$ cat src/hdl/assert_macros.svh
// Assertion helpers shared by the RTL.
`ifndef ASSERT_MACROS_SVH
`define ASSERT_MACROS_SVH

// Same-cycle implication, disabled during reset.
`define ASSERT_IMPL(lbl, clk, rst_n, ante, cons) \
    lbl: assert property (@(posedge clk) disable iff (!rst_n) (ante) |-> (cons)) \
        else $error("same-cycle implication violated");

// Next-cycle implication, disabled during reset.
`define ASSERT_NEXT(lbl, clk, rst_n, ante, cons) \
    lbl: assert property (@(posedge clk) disable iff (!rst_n) (ante) |=> (cons)) \
        else $error("next-cycle implication violated");

`endif

$ cat src/hdl/sdpr_pkg.sv
package sdpr_pkg;

    localparam int FIELD_W    = 86;
    localparam int TDATA_W    = 88;
    localparam int CFG_IDX_W  = 8;
    localparam int CFG_DATA_W = 9;

    localparam logic [CFG_IDX_W-1:0] REG_INPUT_OFFSET  = 8'd0;
    localparam logic [CFG_IDX_W-1:0] REG_OUTPUT_OFFSET = 8'd1;
    localparam logic [CFG_IDX_W-1:0] REG_CLAMP_LOW     = 8'd2;
    localparam logic [CFG_IDX_W-1:0] REG_CLAMP_HIGH    = 8'd3;

    localparam logic signed [7:0] CLAMP_LOW_RESET  = -8'sd128;
    localparam logic signed [7:0] CLAMP_HIGH_RESET = 8'sd127;

    typedef enum logic [5:0] {
        ST_IDLE   = 6'b000001,
        ST_LSHIFT = 6'b000010,
        ST_MULT   = 6'b000100,
        ST_NORM   = 6'b001000,
        ST_RSHIFT = 6'b010000,
        ST_FINISH = 6'b100000
    } state_t;

    typedef struct packed {
        logic mac_en;
        logic start_sum;
        logic capture;
        logic lshift_en;
        logic mult_en;
        logic norm_en;
        logic rshift_en;
        logic out_load;
    } dp_cmd_t;

    typedef struct packed {
        logic out_free;
    } dp_status_t;

endpackage

$ cat src/hdl/s8_dot_product_requantize.sv
// Channel  Handshake                 Payload
// s_       s_tvalid / s_tready       s_tdata, s_tlast, s_tuser (element pair and channel data)
// m_       m_tvalid / m_tready       m_tdata, m_tlast (requantized byte)
// cfg_     cfg_valid / cfg_ready     cfg_index, cfg_data (register writes)
//
// While idle, the controller accepts one element without tlast per cycle.
// An element with tlast passes in order through accumulate, left shift,
// 32x32 multiply, rounding, right shift and clamp, each stage registered in the datapath.
// A full output register holds the clamp stage and blocks new input until taken.
// Reset restores the register defaults, empties the output and starts a new sum.
module s8_dot_product_requantize
    import sdpr_pkg::*;
(
    input  logic                  clk,
    input  logic                  rst_n,
    input  logic                  s_tvalid,
    output logic                  s_tready,
    // [7:0] left_value, [15:8] right_value, [47:16] channel_bias,
    // [79:48] channel_multiplier, [85:80] channel_shift, [87:86] zero
    input  logic [TDATA_W-1:0]    s_tdata,
    input  logic                  s_tlast,
    // [0] last_output
    input  logic                  s_tuser,
    output logic                  m_tvalid,
    input  logic                  m_tready,
    // [7:0] out_value
    output logic [7:0]            m_tdata,
    output logic                  m_tlast,
    input  logic                  cfg_valid,
    output logic                  cfg_ready,
    input  logic [CFG_IDX_W-1:0]  cfg_index,
    input  logic [CFG_DATA_W-1:0] cfg_data
);

    dp_cmd_t    cmd;
    dp_status_t status;

    assign cfg_ready = 1'b1;

    sdpr_ctrl u_ctrl (
        .clk      (clk),
        .rst_n    (rst_n),
        .s_tvalid (s_tvalid),
        .s_tlast  (s_tlast),
        .s_tready (s_tready),
        .status   (status),
        .cmd      (cmd)
    );

    sdpr_datapath u_datapath (
        .clk       (clk),
        .rst_n     (rst_n),
        .cmd       (cmd),
        .status    (status),
        .s_fields  (s_tdata[FIELD_W-1:0]),
        .s_tuser   (s_tuser),
        .cfg_valid (cfg_valid),
        .cfg_index (cfg_index),
        .cfg_data  (cfg_data),
        .m_tvalid  (m_tvalid),
        .m_tready  (m_tready),
        .m_tdata   (m_tdata),
        .m_tlast   (m_tlast)
    );

endmodule

$ cat src/hdl/sdpr_ctrl.sv
`include "assert_macros.svh"

module sdpr_ctrl
    import sdpr_pkg::*;
(
    input  logic       clk,
    input  logic       rst_n,
    input  logic       s_tvalid,
    input  logic       s_tlast,
    output logic       s_tready,
    input  dp_status_t status,
    output dp_cmd_t    cmd
);

    state_t state_reg;
    state_t state_next;
    logic   in_progress_reg;
    logic   in_progress_next;

    always_ff @(posedge clk or negedge rst_n)
    begin
        if (!rst_n)
        begin
            state_reg       <= ST_IDLE;
            in_progress_reg <= 1'b0;
        end
        else
        begin
            state_reg       <= state_next;
            in_progress_reg <= in_progress_next;
        end
    end

    assign s_tready = (state_reg == ST_IDLE);

    always_comb
    begin
        state_next       = state_reg;
        in_progress_next = in_progress_reg;
        cmd              = '0;
        case (state_reg)
            ST_IDLE:
            begin
                if (s_tvalid)
                begin
                    cmd.mac_en    = 1'b1;
                    cmd.start_sum = !in_progress_reg;
                    if (s_tlast)
                    begin
                        cmd.capture      = 1'b1;
                        in_progress_next = 1'b0;
                        state_next       = ST_LSHIFT;
                    end
                    else
                    begin
                        in_progress_next = 1'b1;
                    end
                end
            end
            ST_LSHIFT:
            begin
                cmd.lshift_en = 1'b1;
                state_next    = ST_MULT;
            end
            ST_MULT:
            begin
                cmd.mult_en = 1'b1;
                state_next  = ST_NORM;
            end
            ST_NORM:
            begin
                cmd.norm_en = 1'b1;
                state_next  = ST_RSHIFT;
            end
            ST_RSHIFT:
            begin
                cmd.rshift_en = 1'b1;
                state_next    = ST_FINISH;
            end
            ST_FINISH:
            begin
                // hold until the output register has room
                if (status.out_free)
                begin
                    cmd.out_load = 1'b1;
                    state_next   = ST_IDLE;
                end
            end
            default:
            begin
                state_next = ST_IDLE;
            end
        endcase
    end

    `ASSERT_NEXT(a_last_starts_requant, clk, rst_n, s_tvalid && s_tready && s_tlast, state_reg == ST_LSHIFT)
    `ASSERT_NEXT(a_last_closes_sum, clk, rst_n, s_tvalid && s_tready && s_tlast, !in_progress_reg)
    `ASSERT_IMPL(a_load_needs_room, clk, rst_n, cmd.out_load, status.out_free)

endmodule

$ cat src/hdl/sdpr_datapath.sv
`include "assert_macros.svh"

module sdpr_datapath
    import sdpr_pkg::*;
(
    input  logic                  clk,
    input  logic                  rst_n,
    input  dp_cmd_t               cmd,
    output dp_status_t            status,
    input  logic [FIELD_W-1:0]    s_fields,
    input  logic                  s_tuser,
    input  logic                  cfg_valid,
    input  logic [CFG_IDX_W-1:0]  cfg_index,
    input  logic [CFG_DATA_W-1:0] cfg_data,
    output logic                  m_tvalid,
    input  logic                  m_tready,
    output logic [7:0]            m_tdata,
    output logic                  m_tlast
);

    logic signed [7:0]  left_value;
    logic signed [7:0]  right_value;
    logic        [31:0] channel_bias;
    logic signed [31:0] channel_multiplier;
    logic        [5:0]  channel_shift;

    logic signed [8:0] input_offset_reg;
    logic signed [7:0] output_offset_reg;
    logic signed [7:0] clamp_low_reg;
    logic signed [7:0] clamp_high_reg;

    logic        [31:0] acc_reg;
    logic signed [31:0] mult_reg;
    logic        [5:0]  shift_reg;
    logic               done_reg;
    logic        [31:0] x_reg;
    logic signed [63:0] prod64_reg;
    logic        [31:0] p_reg;
    logic        [31:0] r_sh_reg;
    logic               round_reg;
    logic               m_tvalid_reg;
    logic        [7:0]  m_tdata_reg;
    logic               m_tlast_reg;

    logic signed [9:0]  left_adj;
    logic signed [17:0] mac_prod;
    logic        [31:0] acc_base;
    logic        [31:0] acc_next;
    logic        [4:0]  lshift_amt;
    logic signed [63:0] norm_sum;
    logic        [5:0]  rshift_amt;
    logic signed [32:0] p_ext;
    logic signed [32:0] r_full;
    logic        [32:0] rem_mask;
    logic        [32:0] rem_val;
    logic        [32:0] rem_thr;
    logic signed [31:0] res_sum;
    logic signed [31:0] res_lo;
    logic signed [31:0] res_clamped;
    logic signed [31:0] clamp_low_ext;
    logic signed [31:0] clamp_high_ext;

    assign left_value         = s_fields[7:0];
    assign right_value        = s_fields[15:8];
    assign channel_bias       = s_fields[47:16];
    assign channel_multiplier = s_fields[79:48];
    assign channel_shift      = s_fields[85:80];

    always_ff @(posedge clk or negedge rst_n)
    begin
        if (!rst_n)
        begin
            input_offset_reg  <= '0;
            output_offset_reg <= '0;
            clamp_low_reg     <= CLAMP_LOW_RESET;
            clamp_high_reg    <= CLAMP_HIGH_RESET;
        end
        else if (cfg_valid)
        begin
            case (cfg_index)
                REG_INPUT_OFFSET:  input_offset_reg  <= cfg_data;
                REG_OUTPUT_OFFSET: output_offset_reg <= cfg_data[7:0];
                REG_CLAMP_LOW:     clamp_low_reg     <= cfg_data[7:0];
                REG_CLAMP_HIGH:    clamp_high_reg    <= cfg_data[7:0];
                default:           ;
            endcase
        end
    end

    assign left_adj = 10'(left_value) + 10'(input_offset_reg);
    assign mac_prod = left_adj * right_value;
    assign acc_base = cmd.start_sum ? channel_bias : acc_reg;
    assign acc_next = acc_base + 32'(mac_prod);

    assign lshift_amt = shift_reg[5] ? 5'd0 : shift_reg[4:0];
    assign norm_sum   = prod64_reg + 64'sd1073741824;
    assign rshift_amt = shift_reg[5] ? 6'(-shift_reg) : 6'd0;
    assign p_ext      = 33'(signed'(p_reg));
    assign r_full     = p_ext >>> rshift_amt;
    assign rem_mask   = (33'd1 << rshift_amt) - 33'd1;
    assign rem_val    = p_ext & rem_mask;
    assign rem_thr    = (rem_mask >> 1) + {32'd0, r_full[32]};

    assign clamp_low_ext  = 32'(clamp_low_reg);
    assign clamp_high_ext = 32'(clamp_high_reg);
    assign res_sum        = signed'(r_sh_reg + {31'd0, round_reg} + 32'(output_offset_reg));
    assign res_lo         = (res_sum < clamp_low_ext) ? clamp_low_ext : res_sum;
    assign res_clamped    = (res_lo > clamp_high_ext) ? clamp_high_ext : res_lo;

    always_ff @(posedge clk)
    begin
        if (cmd.mac_en)
        begin
            acc_reg <= acc_next;
        end
        if (cmd.capture)
        begin
            mult_reg  <= channel_multiplier;
            shift_reg <= channel_shift;
            done_reg  <= s_tuser;
        end
        if (cmd.lshift_en)
        begin
            x_reg <= acc_reg << lshift_amt;
        end
        if (cmd.mult_en)
        begin
            prod64_reg <= signed'(x_reg) * mult_reg;
        end
        if (cmd.norm_en)
        begin
            p_reg <= norm_sum[62:31];
        end
        if (cmd.rshift_en)
        begin
            r_sh_reg  <= r_full[31:0];
            round_reg <= (rem_val > rem_thr);
        end
        if (cmd.out_load)
        begin
            m_tdata_reg <= res_clamped[7:0];
            m_tlast_reg <= done_reg;
        end
    end

    always_ff @(posedge clk or negedge rst_n)
    begin
        if (!rst_n)
        begin
            m_tvalid_reg <= 1'b0;
        end
        else if (cmd.out_load)
        begin
            m_tvalid_reg <= 1'b1;
        end
        else if (m_tready)
        begin
            m_tvalid_reg <= 1'b0;
        end
    end

    assign status.out_free = !m_tvalid_reg || m_tready;
    assign m_tvalid        = m_tvalid_reg;
    assign m_tdata         = m_tdata_reg;
    assign m_tlast         = m_tlast_reg;

    `ASSERT_NEXT(a_load_shows_result, clk, rst_n, cmd.out_load, m_tvalid)

endmodule
$ cat config.mk
export PLATFORM = sky130hd
export DESIGN_NAME = s8_dot_product_requantize
export DESIGN_NICKNAME = d
export VERILOG_FILES = /design/src/hdl/sdpr_pkg.sv /design/src/hdl/s8_dot_product_requantize.sv /design/src/hdl/sdpr_ctrl.sv /design/src/hdl/sdpr_datapath.sv
export VERILOG_INCLUDE_DIRS = /design/src /design/src/hdl
export SDC_FILE = /design/constraint.sdc
export NUM_CORES = 2
export LEC_CHECK = 0
export BUFFER_PORTS_ARGS = -buffer_cell sky130_fd_sc_hd__buf_2
export CORE_MARGIN = 2
export CORE_UTILIZATION = 45
export CTS_BUF_LIST = sky130_fd_sc_hd__clkbuf_4 sky130_fd_sc_hd__clkbuf_8
export DETAILED_ROUTE_END_ITERATION = 8
export GPL_TIMING_DRIVEN = 0
export SETUP_SLACK_MARGIN = 0.4
export SYNTH_ARGS = -nofsm -noshare
export SYNTH_HDL_FRONTEND = slang
export SYNTH_HIERARCHICAL = 1
export SYNTH_SLANG_ARGS = --single-unit
$ cat constraint.sdc
create_clock -name clk -period 12.4 [get_ports clk]
set_input_delay 0.62 -clock clk [delete_from_list [all_inputs] [get_ports clk]]
set_output_delay 0.62 -clock clk [all_outputs]
set_load 0.005 [all_outputs]
# After elaboration in Yosys (flattened, before gate mapping)

Index checks and enable logic that the tools add are counted.

Mux-type cells: 21
Shift-type cells: 3
Bitwise operators: 1
Add/subtract/negate cells: 8
Div/mod/pow operators: 0
Equal/unequal tests: 12
Magnitude comparators: 3
Reduce and logical (&&, ||, !) cells: 11
Multiply operators: 2

Operators with widths:

| kind                                                                  | count |
|---|---|
| 32-bit adder                                                          | 2 |
| 32-bit 2-to-1 mux                                                     | 2 |
| 63-bit by 32-bit adder with 63-bit output, second input constant      | 1 |
| 32-bit by 32-bit multiplier with 63-bit output                        | 1 |
| 6-bit one-hot mux with 6 select lines                                 | 1 |
| 32-bit by 1-bit adder with 33-bit output                              | 1 |
| 33-bit bitwise AND                                                    | 1 |
| 33-bit greater-than comparator                                        | 1 |
| 1-bit by 6-bit left shift with 33-bit output, first input constant    | 1 |
| 32-bit by 6-bit >>> shifter with 33-bit output                        | 1 |
| 33-bit by 1-bit subtractor with 33-bit output, second input constant  | 1 |
| 32-bit by 1-bit adder with 32-bit output                              | 1 |
| 32-bit by 8-bit greater-than comparator with 1-bit output             | 1 |
| 32-bit by 8-bit < comparator with 1-bit output                        | 1 |
| 32-bit by 5-bit left shift with 32-bit output                         | 1 |
| 6-bit 2-to-1 mux                                                      | 4 |
| 10-bit by 8-bit multiplier with 18-bit output                         | 1 |
| 8-bit by 2-bit equality test with 1-bit output, second input constant | 2 |
| 8-bit by 9-bit adder with 10-bit output                               | 1 |
| 1-bit 2-to-1 mux                                                      | 10 |
| 2-bit AND reduction                                                   | 5 |
| 8-bit by 1-bit equality test with 1-bit output, second input constant | 1 |
| 8-bit logical NOT                                                     | 1 |
| 8-bit 2-to-1 mux                                                      | 1 |
| other kinds (15)                                                      | 18 |

Memory bits (read-only): 0
Bits in registers: 281
RAM bits: 0
Output and inout bits: 12
Memories: 0
Latch bits: 0

# Longest topological paths before layout

Word-level depth: 6
Gate-level depth with buffers: 42
Mapped depth without buffers: 40

# Modules after synthesis

Netlist, hierarchy kept.

By module, submodules not included:

| module                    | cells each | times used | area each (µm²) |
|---|---|---|---|
| sdpr_datapath             | 5,994      | 1          | 56,719.4 |
| sdpr_ctrl                 | 39         | 1          | 424.2 |
| s8_dot_product_requantize | 2          | 1          | 11.3 |

# Worst setup path before layout

No wires, ideal clock.

Path kind: input to register
From: in s_tdata[0]
To: reg u_datapath.acc_reg[28] (data pin)
Buffers on the path: 1
Arrival time: 8,025 ps
Stages on the path: 34
Slack: 4,104 ps
Setup time: 271 ps
Cell sequence: ha_1 fa_1 a21o_1 a21oi_1 o21bai_1 a21oi_1 o21bai_1 a21oi_1 xnor2_1 nand2_1 fa_1 fa_1 inv_1 fa_1 inv_1 fa_1 inv_1 ha_1 a21oi_1 a21boi_0 a311oi_1 a21oi_1 xnor3_1 buf_4 inv_2 ha_1 o21ai_0 nand2b_1 a21o_1 a221o_1 a21oi_1 o21ai_0 o31a_1 xor2_1

Cells in the longest elaborated chain, start to end: 3

Ends and longest elaborated chain:

| element                                       | RTL line                        | text |
|---|---|---|
| start, declared                               | s8_dot_product_requantize.sv:20 | `input logic [TDATA_W-1:0] s_tdata,` |
| 8-bit by 9-bit adder with 10-bit output       | sdpr_datapath.sv:90             | `assign left_adj = 10'(left_value) + 10'(input_offset_reg);` |
| 10-bit by 8-bit multiplier with 18-bit output | sdpr_datapath.sv:91             | `assign mac_prod = left_adj * right_value;` |
| 32-bit adder                                  | sdpr_datapath.sv:93             | `assign acc_next = acc_base + 32'(mac_prod);` |
| via u_datapath.acc_next[28]                   | sdpr_datapath.sv:48             | `logic [31:0] acc_next;` |
| end signal, assigned                          | sdpr_datapath.sv:114            | `acc_reg <= acc_next;` |
| end, declared                                 | sdpr_datapath.sv:32             | `logic [31:0] acc_reg;` |

The timed path passes the listed nets, and every way through them passes these cells.
A chain may end at the register's enable or synchronous reset.

# Worst setup path after layout

From: reg u_datapath.mult_reg[6]
To: reg u_datapath.prod64_reg[62] (data pin)

Cells in the longest elaborated chain, start to end: 1

Ends and longest elaborated chain:

| element                                        | RTL line             | text |
|---|---|---|
| start, declared                                | sdpr_datapath.sv:33  | `logic signed [31:0] mult_reg;` |
| start signal, assigned                         | sdpr_datapath.sv:118 | `mult_reg <= channel_multiplier;` |
| 32-bit by 32-bit multiplier with 63-bit output | sdpr_datapath.sv:128 | `prod64_reg <= signed'(x_reg) * mult_reg;` |
| end signal, assigned                           | sdpr_datapath.sv:128 |  |
| end, declared                                  | sdpr_datapath.sv:37  | `logic signed [63:0] prod64_reg;` |

Every way passes these cells.

==> run metrics <==
Yosys top cell area share=between 30% and 40%; Syn Nets=between 7000 and 8000; Critical Path Fanout Max=10; r2r setup slk=approximately 1.8 ns; worst min-delay path class=input port to flop; main flop type after synthesis=edfxtp_1; RSZ-0062 raised after global routing=false; period utilization=a little under nine tenths; TNS Setup=0 ns; CTS Sinks=251; max reg flops=33; worst-margin pin slew=between 1 and 1.5 ns; Iter 0 DRT Violations=~3700; io pins=between 100 and 150; Worst Path Class, Setup=flop to flop; reg2reg end=u_datapath/prod64_reg[62]; Yosys warning count=6; crit path DAT=approximately 11 ns; top cells by count, synth=1187 x inv_1, 1135 x fa_1, 895 x nand2_1; share of post-route cells with drive strength above 1=around 5.7%; Die Width=360 um; via-per-instance ratio=approximately 5.5; largest net degree at the start of global routing=42; Setup Viol. Count Final=0; Worst-path clk slew=about 0.06 ns; vias in the first global route=46200; WHS Endpoint=u_datapath/mult_reg[29]; Inserted Clock Buffers=slightly above 50; # rows=130; Remaining DRCs=0; wire length per cell=24.6 um; Fmax=about 94 MHz; hpwl dp=between 150000 and 200000 um; WL final=slightly below 200000 um; mapped cell area=between 0.05 and 0.06 mm2; min-delay src=s_tdata[77]; H-tree depth=2; PortBufs=between 100 and 150; reg-to-reg critical path startpoint=u_datapath/mult_reg[6]; CTS Buffer Depth=3; Routed Antenna Nets=0; Slew headroom=between 8 and 9%; gr ovfl total=0; Die Y-Extent=360 um; Root Driver=clkbuf_8; hold path cells=1; max-cap violations=0; required time of the critical path=between 10 and 15 ns; ys async rst share=between 10% and 20%; critical path startpoint category=flop; status=completed; area delta synth->final=7.24%; first-pass GRT wire length=about 300000 um; Bufs and invs on worst path=6; Yosys cell types=about 100; Core Area=roughly 0.13 mm2; vias after detailed routing=between 40000 and 50000; GRT Util Overall=30.6%; CTS tree=yes; largest area contributor in the netlist=fa_1; Layout Skew=a little over 0.07 ns; synthesized instance count=approximately 6000; Max Slew Vio Count=0; GPL Wtd Cong=1.03; initial antenna violation count=22; TritonRoute pass-1 iters=6; final hold violations=0; die area=between 0.1 and 0.15 mm2; most common cell type on the critical path=fa_1; Top delay family on crit path=adder cells; top-count cell post-synth=inv_1; Critical Path End Type=flop; Seq/Total Area, Yosys=about an eighth; Initial Util=between 40% and 50%; Worst-Skew Late Latency=0.75 ns; Slowest-stage cell, CP=edfxtp_1; R2R depth=28; CP max stage delay=~0.84 ns; Period minus WS final=between 10 and 15 ns; synthesized area per cell=roughly 9.5 um2; Yosys reg bits=251; # nets final=around 7900; largest cells by area after synthesis=fa_1 40%, edfxtp_1 11%, ha_1 8.5%, inv_1 7.8%, nand2_1 5.9%; number of enable flip-flop cells after synthesis=210
-- worst max path at each step --
stage                     cells after the start              startpoint                        end
after global routing                         28  u_datapath/mult_reg[6]  u_datapath/prod64_reg[62]
after floorplan                              34              s_tdata[0]     u_datapath/acc_reg[28]
after global placement                       28  u_datapath/mult_reg[6]  u_datapath/prod64_reg[62]
final                                        28  u_datapath/mult_reg[6]  u_datapath/prod64_reg[62]
after CTS                                    28  u_datapath/mult_reg[6]  u_datapath/prod64_reg[62]
after detailed placement                     28  u_datapath/mult_reg[6]  u_datapath/prod64_reg[62]
-- logic make-up (layout without fill, tap and decap cells) --
kind of cell             Yosys count  in the layout  share of synthesized area [%]
AND/OR/NAND/NOR                 1823           1823                           15.5
adder cells (fa/ha/maj)         1521           1521                           48.2
buffers and inverters           1462           1699                           9.63
AO/OA/AOI/OAI                    528            528                           6.11
flip-flops                       251            251                           12.8
multiplexers                     244            244                           4.53
XOR/XNOR                         205            205                           3.17
other                              1             22                        0.00656
-- through the flow --
stage | utilization (%) | hold slack (ns) | setup WS [ns] | instances | cell area, um2
finish | 48.7 | 0.0564 | 1.81 | 7943 | 61300
CTS | 48.6 | 0.000220 | 1.92 | 7922 | 61200
global route | 48.7 | 0.0273 | 1.58 | 7931 | 61300
detailed placement | 47.5 | 0.412 | 1.98 | 7805 | 59900
floorplan | - | 0.324 | 4.10 | 6035 | 57200
global placement | 47.5 | 0.403 | 2.07 | 7803 | 59800
-- cell usage in the layout, fill, tap and decap left out, types with 16 or more instances in the layout --
cell / synthesis / routed
nand4_1: 36 / 36
mux2_2: 83 / 83
o21bai_1: 23 / 23
clkbuf_4: 0 / 16
dfrtp_1: 32 / 32
mux2i_1: 157 / 157
dlygate4sd3_1: 0 / 23
nor3_1: 22 / 22
nand2_1: 895 / 895
a21oi_1: 135 / 135
xor2_1: 63 / 63
nand2b_1: 49 / 49
a211oi_1: 22 / 22
edfxtp_1: 210 / 210
inv_1: 1187 / 1187
and2_1: 443 / 442
clkbuf_8: 0 / 55
fa_1: 1135 / 1135
a21o_1: 81 / 81
ha_1: 386 / 386
xnor2_1: 141 / 141
o21a_1: 33 / 33
o21ai_0: 106 / 106
nor2b_1: 72 / 72
nor2_1: 135 / 133
clkbuf_1: 251 / 251
and3_1: 31 / 30
diode_2: 0 / 21
nand3_1: 78 / 78
buf_2: 6 / 124
-- worst register-to-register path: cells and delay by family, from the launching register on --
kind / cells / cell delay [ns]
compound gates: 9 / 3.45
flops: 1 / 0.84
buf+inv: 6 / 1.06
xor+xnor: 1 / 0.10
fa+ha+maj: 9 / 4.26
simple gates: 3 / 0.59
-- final cells by class --
cell class / instances / area, um2
Clock inverter: 23 / 273
Timing Repair Buffer: 143 / 856
Tap cell: 1650 / 2060
Antenna cell: 21 / 52.6
Sequential cell: 251 / 7340
Multi-Input combinational cell: 4322 / 44300
Buffer: 273 / 1040
Clock buffer: 71 / 877
Fill cell: 12200 / 64600
Inverter: 1189 / 4460
-- timing repair --
item	in CTS	in global routing
hold endpoints to repair	23	0
setup buffers	0	0
hold buffers	23	0
resized for setup	0	0
-- layer usage --
layer / routed length [um] / part of all wire (%) / up-vias / GRT usage (%)
met3: 16900 / 8.6 / 530 / 6.38
met5: 85 / 0.044 / - / 0
met2: 87500 / 45 / 1871 / 48.1
met1: 78700 / 40 / 22300 / 40.0
li1: - / - / 19100 / -
met4: 12200 / 6.2 / 10 / 15.5
Power is left out: the tool's default activity adds up to more than one toggle a clock period on the data nets, which glitch-free logic cannot reach.
